File: src/rtl/tfp_pkg.sv
// ----------------------------------------------------------------------------
// tfp_pkg
// Types and constants shared by the telemetry frame parser modules.
// ----------------------------------------------------------------------------
package tfp_pkg;

	localparam int COUNT_W    = 6;
	localparam int FRAME_LEN  = 46;
	localparam int BODY_BASE  = 8;
	localparam int BODY_BYTES = 36;

	localparam logic [COUNT_W-1:0] FRAME_LEN_C = 6'd46;
	localparam logic [COUNT_W-1:0] CRC_SPAN    = 6'd44;
	localparam logic [COUNT_W-1:0] COUNT_MAX   = 6'd63;

	localparam logic [15:0] CRC_POLY = 16'h1021;
	localparam logic [15:0] CRC_INIT = 16'hffff;

	localparam logic [7:0] SYNC_FIRST_RST  = 8'hc5;
	localparam logic [7:0] SYNC_SECOND_RST = 8'h5a;
	localparam logic [7:0] VERSION_RST     = 8'h01;

	localparam logic [1:0] CFG_SYNC_FIRST  = 2'd0;
	localparam logic [1:0] CFG_SYNC_SECOND = 2'd1;
	localparam logic [1:0] CFG_VERSION     = 2'd2;

	typedef enum logic [2:0] {
		ST_OK          = 3'd0,
		ST_BAD_LENGTH  = 3'd1,
		ST_BAD_SYNC    = 3'd2,
		ST_BAD_VERSION = 3'd3,
		ST_BAD_CRC     = 3'd4
	} status_t;

	typedef enum logic [3:0] {
		FID_ATT_VALID = 4'd0,
		FID_GPS_VALID = 4'd1,
		FID_TIMESTAMP = 4'd2,
		FID_ROLL      = 4'd3,
		FID_PITCH     = 4'd4,
		FID_YAW       = 4'd5,
		FID_FIX       = 4'd6,
		FID_SATS      = 4'd7,
		FID_LAT       = 4'd8,
		FID_LON       = 4'd9,
		FID_ALT       = 4'd10,
		FID_REL_ALT   = 4'd11,
		FID_VX        = 4'd12,
		FID_VY        = 4'd13,
		FID_VZ        = 4'd14,
		FID_HEADING   = 4'd15
	} field_id_t;

	typedef struct packed {
		logic [7:0] data_byte;
		logic       end_of_datagram;
	} rx_item_t;

	typedef struct packed {
		status_t     status;
		logic [3:0]  field_id;
		logic [63:0] field_value;
		logic        last_of_frame;
	} tx_item_t;

	typedef struct packed {
		logic [1:0] index;
		logic [7:0] data;
	} cfg_item_t;

	typedef struct packed {
		logic [7:0] sync_first;
		logic [7:0] sync_second;
		logic [7:0] expected_version;
	} cfg_regs_t;

	typedef struct packed {
		status_t                   status;
		logic [7:0]                flags;
		logic [BODY_BYTES-1:0][7:0] body;
	} frame_t;

	function automatic logic [63:0] sext16(input logic [15:0] v);
		return {{48{v[15]}}, v};
	endfunction

	function automatic logic [63:0] sext32(input logic [31:0] v);
		return {{32{v[31]}}, v};
	endfunction

endpackage

File: src/rtl/tfp_stream_if.sv
// ----------------------------------------------------------------------------
// tfp_stream_if
// Valid/ready channel carrying one item of a chosen payload type.
// ----------------------------------------------------------------------------
interface tfp_stream_if #(parameter type item_t = logic) ();
	logic  valid;
	logic  ready;
	item_t payload;

	modport source (output valid, output payload, input ready);
	modport sink (input valid, input payload, output ready);
endinterface

File: src/rtl/telemetry_frame_parser_crc16_unit.sv
// ----------------------------------------------------------------------------
// telemetry_frame_parser_crc16_unit
// Fixed-length telemetry frame parser with CRC-16/CCITT-FALSE check.
// ----------------------------------------------------------------------------
// Takes one datagram byte per cycle on rx. Each byte passes an input register
// and is then folded into the byte count, the byte-wide CRC update and a
// 46-byte shift line. The length, sync, version and CRC checks run while the
// last byte sits in the input register, and the frame is then handed to a
// one-frame field buffer. Results leave tx from an output register at one
// per cycle while tx is ready: one status item for a bad frame or 16 field
// items for a good one. The first passes the field buffer and the output
// register on its way to tx. rx keeps taking a byte every cycle, including
// while results wait on tx; it holds off only while a datagram's last byte
// waits in the input register and the field buffer still has the previous
// frame's results to send. Configuration writes on cfg are taken at once.
// ----------------------------------------------------------------------------
module telemetry_frame_parser_crc16_unit (
	input  logic          clk,
	input  logic          arst_n,
	tfp_stream_if.sink    rx,
	tfp_stream_if.source  tx,
	tfp_stream_if.sink    cfg
);

	tfp_pkg::cfg_regs_t  cfg_q;
	tfp_pkg::frame_t     frame;
	logic                frame_load;
	logic                frame_ready;

	assign cfg.ready = 1'b1;

	always_ff @(posedge clk or negedge arst_n) begin
		if (!arst_n) begin
			cfg_q.sync_first       <= tfp_pkg::SYNC_FIRST_RST;
			cfg_q.sync_second      <= tfp_pkg::SYNC_SECOND_RST;
			cfg_q.expected_version <= tfp_pkg::VERSION_RST;
		end else if (cfg.valid && cfg.ready) begin
			unique case (cfg.payload.index)
				tfp_pkg::CFG_SYNC_FIRST:  cfg_q.sync_first       <= cfg.payload.data;
				tfp_pkg::CFG_SYNC_SECOND: cfg_q.sync_second      <= cfg.payload.data;
				tfp_pkg::CFG_VERSION:     cfg_q.expected_version <= cfg.payload.data;
				default: begin
				end
			endcase
		end
	end

	tfp_framer u_framer (
		.clk         (clk),
		.arst_n      (arst_n),
		.rx          (rx),
		.cfg_regs    (cfg_q),
		.frame_ready (frame_ready),
		.frame_load  (frame_load),
		.frame       (frame)
	);

	tfp_emitter u_emitter (
		.clk         (clk),
		.arst_n      (arst_n),
		.frame_load  (frame_load),
		.frame       (frame),
		.frame_ready (frame_ready),
		.tx          (tx)
	);

endmodule

File: src/rtl/tfp_crc.sv
// ----------------------------------------------------------------------------
// tfp_crc
// One byte of CRC-16/CCITT-FALSE, unrolled over the eight bits.
// ----------------------------------------------------------------------------
module tfp_crc (
	input  logic [15:0] crc_in,
	input  logic [7:0]  data_byte,
	output logic [15:0] crc_out
);

	always_comb begin
		logic [15:0] c;
		c = crc_in ^ {data_byte, 8'h00};
		for (int k = 0; k < 8; k++) begin
			if (c[15]) begin
				c = {c[14:0], 1'b0} ^ tfp_pkg::CRC_POLY;
			end else begin
				c = {c[14:0], 1'b0};
			end
		end
		crc_out = c;
	end

endmodule

File: src/rtl/tfp_framer.sv
// ----------------------------------------------------------------------------
// tfp_framer
// Input register, byte count, CRC and byte shift line; checks the frame at
// the datagram end and hands the result to the emitter.
// ----------------------------------------------------------------------------
module tfp_framer (
	input  logic                clk,
	input  logic                arst_n,
	tfp_stream_if.sink          rx,
	input  tfp_pkg::cfg_regs_t  cfg_regs,
	input  logic                frame_ready,
	output logic                frame_load,
	output tfp_pkg::frame_t     frame
);

	logic                                valid_s1;
	logic [7:0]                          byte_s1;
	logic                                last_s1;
	logic                                go;
	logic [tfp_pkg::COUNT_W-1:0]         count_q;
	logic [tfp_pkg::COUNT_W-1:0]         count_inc;
	logic [15:0]                         crc_q;
	logic [15:0]                         crc_step;
	logic [15:0]                         crc_d;
	logic [tfp_pkg::FRAME_LEN-1:0][7:0]  line_q;
	logic [tfp_pkg::FRAME_LEN-1:0][7:0]  line_d;
	logic [15:0]                         rx_crc;

	assign go       = valid_s1 && (!last_s1 || frame_ready);
	assign rx.ready = !valid_s1 || go;

	always_ff @(posedge clk or negedge arst_n) begin
		if (!arst_n) begin
			valid_s1 <= 1'b0;
		end else if (rx.valid && rx.ready) begin
			valid_s1 <= 1'b1;
		end else if (go) begin
			valid_s1 <= 1'b0;
		end
	end

	always_ff @(posedge clk) begin
		if (rx.valid && rx.ready) begin
			byte_s1 <= rx.payload.data_byte;
			last_s1 <= rx.payload.end_of_datagram;
		end
	end

	tfp_crc u_crc (
		.crc_in    (crc_q),
		.data_byte (byte_s1),
		.crc_out   (crc_step)
	);

	assign crc_d     = (count_q < tfp_pkg::CRC_SPAN) ? crc_step : crc_q;
	assign count_inc = (count_q == tfp_pkg::COUNT_MAX) ? count_q : count_q + 1'b1;
	// newest byte enters at the top; after a full frame byte k sits at index k
	assign line_d    = {byte_s1, line_q[tfp_pkg::FRAME_LEN-1:1]};
	assign rx_crc    = {line_d[45], line_d[44]};

	always_ff @(posedge clk or negedge arst_n) begin
		if (!arst_n) begin
			count_q <= '0;
			crc_q   <= tfp_pkg::CRC_INIT;
		end else if (go) begin
			if (last_s1) begin
				count_q <= '0;
				crc_q   <= tfp_pkg::CRC_INIT;
			end else begin
				count_q <= count_inc;
				crc_q   <= crc_d;
			end
		end
	end

	always_ff @(posedge clk) begin
		if (go) begin
			line_q <= line_d;
		end
	end

	assign frame_load = go && last_s1;

	always_comb begin
		priority if (count_inc != tfp_pkg::FRAME_LEN_C) begin
			frame.status = tfp_pkg::ST_BAD_LENGTH;
		end else if (line_d[0] != cfg_regs.sync_first
				|| line_d[1] != cfg_regs.sync_second) begin
			frame.status = tfp_pkg::ST_BAD_SYNC;
		end else if (line_d[2] != cfg_regs.expected_version) begin
			frame.status = tfp_pkg::ST_BAD_VERSION;
		end else if (rx_crc != crc_d) begin
			frame.status = tfp_pkg::ST_BAD_CRC;
		end else begin
			frame.status = tfp_pkg::ST_OK;
		end
		frame.flags = line_d[3];
		frame.body  = line_d[tfp_pkg::BODY_BASE+tfp_pkg::BODY_BYTES-1:tfp_pkg::BODY_BASE];
	end

endmodule

File: src/rtl/tfp_emitter.sv
// ----------------------------------------------------------------------------
// tfp_emitter
// Holds one checked frame and steps through its fields into the output
// register, one result per cycle while the output register is free.
// ----------------------------------------------------------------------------
module tfp_emitter (
	input  logic             clk,
	input  logic             arst_n,
	input  logic             frame_load,
	input  tfp_pkg::frame_t  frame,
	output logic             frame_ready,
	tfp_stream_if.source     tx
);

	logic               buf_valid_q;
	tfp_pkg::frame_t    frame_q;
	logic [3:0]         fid_q;
	logic               out_valid_q;
	tfp_pkg::tx_item_t  out_q;
	logic               out_free;
	logic               emit;
	logic               item_last;
	logic               frame_ok;
	logic [63:0]        value;
	tfp_pkg::tx_item_t  item;

	assign frame_ok    = (frame_q.status == tfp_pkg::ST_OK);
	assign item_last   = !frame_ok || (fid_q == tfp_pkg::FID_HEADING);
	assign out_free    = !out_valid_q || tx.ready;
	assign emit        = buf_valid_q && out_free;
	assign frame_ready = !buf_valid_q || (emit && item_last);

	always_comb begin
		unique case (tfp_pkg::field_id_t'(fid_q))
			tfp_pkg::FID_ATT_VALID: value = {63'd0, frame_q.flags[0]};
			tfp_pkg::FID_GPS_VALID: value = {63'd0, frame_q.flags[1]};
			tfp_pkg::FID_TIMESTAMP: value = frame_q.body[7:0];
			tfp_pkg::FID_ROLL:      value = tfp_pkg::sext16(frame_q.body[9:8]);
			tfp_pkg::FID_PITCH:     value = tfp_pkg::sext16(frame_q.body[11:10]);
			tfp_pkg::FID_YAW:       value = tfp_pkg::sext16(frame_q.body[13:12]);
			tfp_pkg::FID_FIX:       value = {56'd0, frame_q.body[14]};
			tfp_pkg::FID_SATS:      value = {56'd0, frame_q.body[15]};
			tfp_pkg::FID_LAT:       value = tfp_pkg::sext32(frame_q.body[19:16]);
			tfp_pkg::FID_LON:       value = tfp_pkg::sext32(frame_q.body[23:20]);
			tfp_pkg::FID_ALT:       value = tfp_pkg::sext16(frame_q.body[25:24]);
			tfp_pkg::FID_REL_ALT:   value = tfp_pkg::sext16(frame_q.body[27:26]);
			tfp_pkg::FID_VX:        value = tfp_pkg::sext16(frame_q.body[29:28]);
			tfp_pkg::FID_VY:        value = tfp_pkg::sext16(frame_q.body[31:30]);
			tfp_pkg::FID_VZ:        value = tfp_pkg::sext16(frame_q.body[33:32]);
			tfp_pkg::FID_HEADING:   value = {48'd0, frame_q.body[35:34]};
			default:                value = '0;
		endcase
	end

	always_comb begin
		item.status        = frame_q.status;
		item.field_id      = frame_ok ? fid_q : 4'd0;
		item.field_value   = frame_ok ? value : 64'd0;
		item.last_of_frame = item_last;
	end

	always_ff @(posedge clk or negedge arst_n) begin
		if (!arst_n) begin
			buf_valid_q <= 1'b0;
			fid_q       <= '0;
		end else if (frame_load) begin
			buf_valid_q <= 1'b1;
			fid_q       <= '0;
		end else if (emit && item_last) begin
			buf_valid_q <= 1'b0;
		end else if (emit) begin
			fid_q <= fid_q + 1'b1;
		end
	end

	always_ff @(posedge clk) begin
		if (frame_load) begin
			frame_q <= frame;
		end
	end

	always_ff @(posedge clk or negedge arst_n) begin
		if (!arst_n) begin
			out_valid_q <= 1'b0;
		end else if (emit) begin
			out_valid_q <= 1'b1;
		end else if (tx.ready) begin
			out_valid_q <= 1'b0;
		end
	end

	always_ff @(posedge clk) begin
		if (emit) begin
			out_q <= item;
		end
	end

	assign tx.valid   = out_valid_q;
	assign tx.payload = out_q;

`ifndef SYNTH
	a_error_single: assert property (@(posedge clk) disable iff (!arst_n)
		out_valid_q && out_q.status != tfp_pkg::ST_OK
		|-> out_q.last_of_frame && out_q.field_value == 64'd0 && out_q.field_id == 4'd0)
		else $error("error result not a single zeroed item");

	a_good_last_id: assert property (@(posedge clk) disable iff (!arst_n)
		out_valid_q && out_q.status == tfp_pkg::ST_OK && out_q.last_of_frame
		|-> out_q.field_id == 4'(tfp_pkg::FID_HEADING))
		else $error("good frame ended before heading field");

	a_load_when_free: assert property (@(posedge clk) disable iff (!arst_n)
		frame_load && buf_valid_q |-> emit && item_last)
		else $error("frame loaded over unfinished frame");

	a_fid_step: assert property (@(posedge clk) disable iff (!arst_n)
		emit && !item_last && !frame_load |=> fid_q == $past(fid_q) + 4'd1)
		else $error("field sequencer skipped");
`endif

endmodule

File: src/flat_wrapper.sv
// flat-port wrapper written by rule: the top's interface ports become plain ports
module telemetry_frame_parser_crc16_unit_flat import tfp_pkg::*;
  (clk, arst_n, rx_valid, rx_payload, rx_ready, tx_valid, tx_payload, tx_ready, cfg_valid, cfg_payload, cfg_ready);
  tfp_stream_if #(.item_t(rx_item_t)) rx_i ();
  tfp_stream_if #(.item_t(tx_item_t)) tx_i ();
  tfp_stream_if #(.item_t(cfg_item_t)) cfg_i ();
  input  logic clk;
  input  logic arst_n;
  input wire logic [$bits(rx_i.valid)-1:0] rx_valid;
  input wire logic [$bits(rx_i.payload)-1:0] rx_payload;
  output wire logic [$bits(rx_i.ready)-1:0] rx_ready;
  output wire logic [$bits(tx_i.valid)-1:0] tx_valid;
  output wire logic [$bits(tx_i.payload)-1:0] tx_payload;
  input wire logic [$bits(tx_i.ready)-1:0] tx_ready;
  input wire logic [$bits(cfg_i.valid)-1:0] cfg_valid;
  input wire logic [$bits(cfg_i.payload)-1:0] cfg_payload;
  output wire logic [$bits(cfg_i.ready)-1:0] cfg_ready;
  assign rx_i.valid = rx_valid;
  assign rx_i.payload = rx_payload;
  assign rx_ready = rx_i.ready;
  assign tx_valid = tx_i.valid;
  assign tx_payload = tx_i.payload;
  assign tx_i.ready = tx_ready;
  assign cfg_i.valid = cfg_valid;
  assign cfg_i.payload = cfg_payload;
  assign cfg_ready = cfg_i.ready;
  telemetry_frame_parser_crc16_unit u_core (.clk(clk), .arst_n(arst_n), .rx(rx_i), .tx(tx_i), .cfg(cfg_i));
endmodule
File: config.mk
export PLATFORM = sky130hd
export DESIGN_NAME = telemetry_frame_parser_crc16_unit_flat
export DESIGN_NICKNAME = d
export VERILOG_FILES = /design/src/rtl/tfp_pkg.sv /design/src/rtl/tfp_stream_if.sv /design/src/rtl/telemetry_frame_parser_crc16_unit.sv /design/src/rtl/tfp_crc.sv /design/src/rtl/tfp_framer.sv /design/src/rtl/tfp_emitter.sv /design/src/flat_wrapper.sv
export SDC_FILE = /design/constraint.sdc
export NUM_CORES = 1
export LEC_CHECK = 0
export ABC_CLOCK_PERIOD_IN_PS = 42700
export BUFFER_PORTS_ARGS = -buffer_cell sky130_fd_sc_hd__buf_2
export CAP_MARGIN = 20
export CORE_ASPECT_RATIO = 0.8
export CORE_MARGIN = 4
export CORE_UTILIZATION = 38
export DETAILED_ROUTE_END_ITERATION = 6
export GPL_ROUTABILITY_DRIVEN = 0
export GPL_TIMING_DRIVEN = 0
export PLACE_DENSITY = 0.6
export SLEW_MARGIN = 20
export SYNTH_ARGS = -nofsm -noshare
export SYNTH_HDL_FRONTEND = slang
export SYNTH_SLANG_ARGS = --single-unit
File: constraint.sdc
create_clock -name clk -period 42.7 [get_ports clk]
set_input_delay 4.27 -clock clk [delete_from_list [all_inputs] [get_ports clk]]
set_output_delay 4.27 -clock clk [all_outputs]
set_load 0.01 [all_outputs]
; ---- Word-level counts from Yosys, hierarchy flattened
; Index checks and enable logic that the tools add are counted.
[totals]
input_bits = 24
elab_cells = 188
out_inout_bits = 75
reg_bits = 787
[op_classes]
eq_ne = 24
n_addsub = 2
mux = 25
n_bitwise = 9
n_lt_le_gt_ge = 1
reduce_logical = 28
[op_table]
columns = cell, count
row1 = 64-bit case mux with 16 select lines, 1
row2 = 13-bit 2-to-1 mux, 8
row3 = "4-bit == test, second input constant", 8
row4 = 16-bit 2-to-1 mux, 2
row5 = 8-bit inequality test, 3
row6 = 3-bit inverter, 8
row7 = "4-bit by 3-bit == test with 1-bit output, second input constant", 4
row8 = 16-bit inequality test, 1
row9 = 16-bit bitwise XOR, 1
row10 = 4-bit 2-to-1 mux, 3
row11 = 6-bit 2-to-1 mux, 2
row12 = "4-bit by 2-bit == test with 1-bit output, second input constant", 2
row13 = 2-bit AND reduction, 4
row14 = 2-bit nonzero test, 4
row15 = "6-bit by 1-bit adder with 6-bit output, second input constant", 1
row16 = "6-bit == test, second input constant", 1
row17 = 1-bit logical OR, 6
row18 = "6-bit < comparator, second input constant", 1
row19 = 1-bit 2-to-1 mux, 6
row20 = "6-bit inequality test, second input constant", 1
row21 = 1-bit logical AND, 5
row22 = 1-bit logical NOT, 5
row23 = "4-bit by 1-bit adder with 4-bit output, second input constant", 1
row24 = "4-bit by 1-bit == test with 1-bit output, second input constant", 1
row25 = 9 further kinds, 10

; ---- Logic depth before layout (Yosys ltp)
[logic_depth]
ltp_word = 22
depth_mapped = 12
depth_no_buf = 9

; ---- Modules after synthesis
; A second synthesis with hierarchy kept.
[unflattened]
hier_cells = 1764
area_unflattened_um2 = 30240.3
[by_module_without_submodules]
columns = mod, instances, area_each_um2, cells_per_inst, seq_area_each_um2
row1 = tfp_framer, 1, 15164.5, 892, 11676.2
row2 = tfp_emitter, 1, 13745.7, 794, 11110.7
row3 = telemetry_frame_parser_crc16_unit, 1, 934.6, 53, 611.8
row4 = tfp_crc, 1, 395.4, 25, 0.0

; ---- Worst setup path before layout
; No wires, ideal clock.
[synth_timing]
path_kind = input port to flip-flop
from = input tx_ready
to = register u_core.u_emitter.frame_q[0] in the netlist's numbering (enable)
path_slack_ns = 24.747
n_path_buf = 1
setup_time_ns = 0.958
t_arrival_ns = 16.995
cell_stages = 5
t_required_ns = 41.742
path_cell_list = nor2b_1 > o211ai_1 > nand2_1 > buf_2 > nor2_1
[synth_between]
elab_chain_len = 7
[synth_lines]
columns = item, line_no
row1 = start: declaration, flat_wrapper.sv:14  ; input wire logic [$bits(tx_i.ready)-1:0] tx_ready;
row2 = 1-bit logical OR, tfp_emitter.sv:29  ; assign out_free = !out_valid_q || tx.ready;
row3 = 1-bit logical AND, tfp_emitter.sv:30  ; assign emit = buf_valid_q && out_free;
row4 = 1-bit logical AND, tfp_emitter.sv:31  ; assign frame_ready = !buf_valid_q || (emit && item_last);
row5 = 1-bit logical OR, tfp_emitter.sv:31
row6 = 1-bit logical OR, tfp_framer.sv:29  ; assign go = valid_s1 && (!last_s1 || frame_ready);
row7 = 1-bit logical AND, tfp_framer.sv:29
row8 = 1-bit logical AND, tfp_framer.sv:82  ; assign frame_load = go && last_s1;
row9 = via u_core.frame_load, telemetry_frame_parser_crc16_unit.sv:27  ; logic frame_load;
row10 = end signal: assignment, tfp_emitter.sv:78  ; frame_q <= frame;
row11 = end: declaration, tfp_emitter.sv:16  ; tfp_pkg::frame_t frame_q;
; The timed path passes the listed nets, and every way through them passes these cells.
; A chain may end at the register's enable or synchronous reset.

; ---- Worst setup path after layout
[layout_timing]
from = input tx_ready
to = output rx_ready
[layout_between]
elab_chain_len = 7
[layout_lines]
columns = item, line_no
row1 = 1-bit logical OR, tfp_emitter.sv:29
row2 = 1-bit logical AND, tfp_emitter.sv:30
row3 = 1-bit logical AND, tfp_emitter.sv:31
row4 = 1-bit logical OR, tfp_emitter.sv:31
row5 = 1-bit logical OR, tfp_framer.sv:29
row6 = 1-bit logical AND, tfp_framer.sv:29
row7 = 1-bit logical OR, tfp_framer.sv:30  ; assign rx.ready = !valid_s1 || go;
row8 = end: declaration, flat_wrapper.sv:11  ; output wire logic [$bits(rx_i.ready)-1:0] rx_ready;
; Every way passes these cells.

==> impl_metrics.tcl <==
set metrics [dict create \
    reg2reg_depth 12 \
    required_ns 38.43 \
    die_w_um 309 \
    grt_util_all_layers_pct 15.3 \
    dp_cells 2460 \
    fillers 6034 \
    cts_resized 0 \
    syn-num-nets 1436 \
    cp_common_cell "buf_2" \
    hp-class "register to register" \
    ys.flop_type "edfxtp_1" \
    design_area_um2 32400 \
    placement.cell_area_um2 29800 \
    path_depth 4 \
    cts.sinks 787 \
    cts_setup_buffers 0 \
    drv_cap 0 \
    cts_buffers 79 \
    ys_seq_area_share_pct 85.0 \
    via_per_inst 5.23 \
    port_buffers 97 \
    syn_inst 1406 \
    num_rows 87 \
    area_growth_pct 17.6 \
    cts_root_buf "clkbuf_16" \
    start_util_pct 38.7 \
    firstDrtPassIters 6 \
    ir_drop_uv 30.2 \
    start_kind "input port" \
    syn_area_um2 27500 \
    synth.top_cell.area_share_pct 80.0 \
    maxSlewHeadroom_pct 24.2 \
    tns_ns 0 \
    htreeDepth 3 \
    antenna_left 0 \
    cts_tree "done" \
    hold_buffers 0 \
    post-route-min-period_ns 9.22 \
    fmax_mhz 108 \
    crit_end "rx_ready" \
    rsz0062_at_grt "no" \
    wl_per_cell_um 22.8 \
    instances_no_fill 2605 \
    multi_input_area_um2 3840 \
    worstPathArrival_ns 4.95 \
    num_antenna_cells 0 \
    final-seq-area_um2 23400 \
    clock_skew_ns 0.0181 \
    grt_start_max_net_pins 55 \
    ys_types 59 \
    slew_viol_final 0 \
    dieArea_um2 76900 \
    grt_pass1_wl_um 87700 \
    design.core.area_um2 71200 \
    drc 0 \
    hpwl_um 38300 \
    run_status "finished, final reports clean" \
    grt_pass1_vias 13541 \
    critPathMaxFanout 3 \
    worst_slew_pin_slew_ns 1.14 \
    setup_violations 0 \
    cp_slowest_cell "o2111ai_1" \
    antenna_found_initial 0 \
    ys_top_cells_by_area "edfxtp_1, dfrtp_1, dfstp_2" \
    die_h_um 249 \
    whs_ns 0.417 \
    cellLeakagePower_nw 10.8 \
    worstSetupPathType "input port to output pin" \
    postRouteWirelength_um 59500 \
    path_buf_inv 2 \
    nets 1637 \
    r2r-start "u_core.u_emitter.fid_q[1]" \
    min_period_over_period_pct 21.6 \
    clk_latency_ns 0.61 \
    globalRouteOverflowTotal 0 \
    cts.clk_slew.worst_paths_ns 0.06 \
    p_total_mw 1.78 \
    rrSetupSlack_ns 38.24 \
    crit_family "buffers and inverters" \
    r2r-end "u_core.u_framer.frame[237]" \
    worstPathCellList "buf_2 -> nor2b_1 -> o2111ai_1 -> buf_2" \
    finalHoldViolCount 0 \
    p_per_area_nw_per_um2 54.9 \
    via_count 13630 \
    async_reset_ff_share_pct 6.73 \
    first_iter_violations 1759 \
    yosysTopAreaCell "edfxtp_1" \
    synth_area_per_cell_um2 19.6 \
    endpoint_kind "output pin" \
    startpoint "tx_ready" \
    clk_path_buf_depth 3 \
    io_pins 99 \
    synth_edf_count 734 \
    cp_slowest_stage_delay_ns 0.20 \
    drive_above_1_share_pct 18.9 \
    synth_seq_cells 787 \
    ys.warnings.count 0 \
]
[worst min-delay path by stage]
stage,start,to,slack (ns),cells past startpoint
final,u_core.u_framer.line_d[34],u_core.u_framer.frame[290],0.42,0
after detailed placement,u_core.u_framer.frame[295],u_core.u_framer.line_d[23],0.40,0
after CTS,u_core.u_framer.line_d[34],u_core.u_framer.frame[290],0.41,0
after global routing,u_core.u_framer.line_d[58],u_core.u_framer.line_d[50],0.42,0
after floorplan,u_core.u_framer.line_d[32],u_core.u_framer.frame[288],0.40,0
after global placement,u_core.u_framer.line_d[33],u_core.u_framer.frame[289],0.40,0
[per-stage QoR]
stage | utilization [%] | setup WS, ns
6_report | 45.5 | 33.48
2_1_floorplan | - | 24.75
3_3_place_gp | 41.0 | 18.80
5_1_grt | 45.5 | 33.39
4_1_cts | 45.5 | 33.47
3_5_place_dp | 41.8 | 33.48
[cell type report]
| cell class | instances | area share, % |
|---|---|---|
| sequential | 787 | 72.3 |
| multi-input combinational | 539 | 11.9 |
| clock buffer | 100 | 6.58 |
| tap | 934 | 3.61 |
| timing repair buffer | 120 | 3.16 |
| clock inverter | 45 | 1.54 |
| buffer | 62 | 0.781 |
| inverter | 18 | 0.209 |
[registers in the layout, summed over array words and instances (netlist names)]
signal	cells
u_core.u_framer.line_d	64
u_core.u_emitter.fid_q	4
u_core.u_framer.crc_q	16
u_core.u_emitter.buf_valid_q	1
u_core.u_framer.last_s1	1
u_core.u_framer.byte_s1	8
u_core.u_emitter.tx.payload	72
u_core.cfg_q	24
u_core.u_framer.valid_s1	1
u_core.u_framer.count_q	6
u_core.u_emitter.frame_q	293
u_core.u_emitter.tx.valid	1
u_core.u_framer.frame	296
[worst reg2reg max path, cell delays in order, from the launching register on]
cell	delay, ns
dfrtp_1	0.45
ha_1	0.19
buf_2	0.35
and3_1	0.21
clkbuf_1	0.52
nor2b_1	0.33
o211ai_1	0.26
nand2_1	0.10
inv_2	0.11
clkbuf_4	0.63
buf_16	0.34
buf_16	0.30
buf_16	0.32
[report_power, final]
| group | total (mW) | internal, mW | switching, mW |
|---|---|---|---|
| combinational | 0.132 | 0.0591 | 0.0725 |
| clock | 0.699 | 0.415 | 0.284 |
| sequential | 0.948 | 0.915 | 0.0324 |
[cells in the final DEF, fill, tap and decap left out, types with 10 or more instances in the layout]
cell | synthesis | layout
a21oi_1 | 81 | 81
a221oi_1 | 13 | 13
a222oi_1 | 27 | 27
a22o_1 | 18 | 18
a22oi_1 | 49 | 49
a31oi_1 | 14 | 14
and2_1 | 15 | 14
and3_1 | 18 | 18
buf_16 | 0 | 13
buf_2 | 10 | 106
bufinv_16 | 0 | 10
clkbuf_1 | 49 | 65
clkbuf_16 | 0 | 82
clkinv_1 | 0 | 13
clkinv_2 | 0 | 12
dfrtp_1 | 28 | 28
dfstp_2 | 25 | 25
edfxtp_1 | 734 | 734
inv_1 | 16 | 16
mux2_2 | 28 | 28
nand2_1 | 56 | 56
nand3_1 | 13 | 13
nor2_1 | 32 | 31
o21ai_0 | 12 | 12
xnor2_1 | 35 | 35
xor2_1 | 21 | 21
[synthesized netlist by cell type, drive strengths merged (3+ instances only)]
cell     instances
and2            15
o211ai           6
o22ai            5
nand2b           6
a311oi           3
a211oi           7
nand2           56
o22a             9
o2bb2ai          3
edfxtp         734
clkbuf          49
nor2b            4
a21oi           81
and3            18
inv             18
a31oi           14
nor2            32
nor3             6
mux2i            6
xor2            24
nand3           13
a222oi          27
dfrtp           28
nor4             6
a32oi            3
buf             13
a221oi          15
nand4            6
a22oi           49
dfstp           25
ha               6
a22o            18
o21ai           13
mux2            29
xnor2           36
o31ai            3
nand3b           3
[per-layer routing]
metal / routed length, um / global-route usage (%) / up-vias
met3: 4920 / 4.20 / 87
met1: 26300 / 22.0 / 7031
met2: 27100 / 23.0 / 501
li1: - / - / 6011
met4: 1180 / 4.00 / 0
met5: 0 / 0 / -
[logic make-up (layout without fill, tap and decap cells)]
family	count (synthesis)	count (layout)	share of synthesized area [%]
xor gates and xnor gates	63	63	2.31
AOI/OAI and AO/OA	262	262	6.81
buffers and inverters	80	345	1.15
adders and majority gates	6	6	0.273
and+or+nand+nor	172	172	3.08
other	1	1	0.0136
muxes	35	35	1.40
DFF	787	787	85.0
Note: power is estimated with default switching activity, not from simulation.
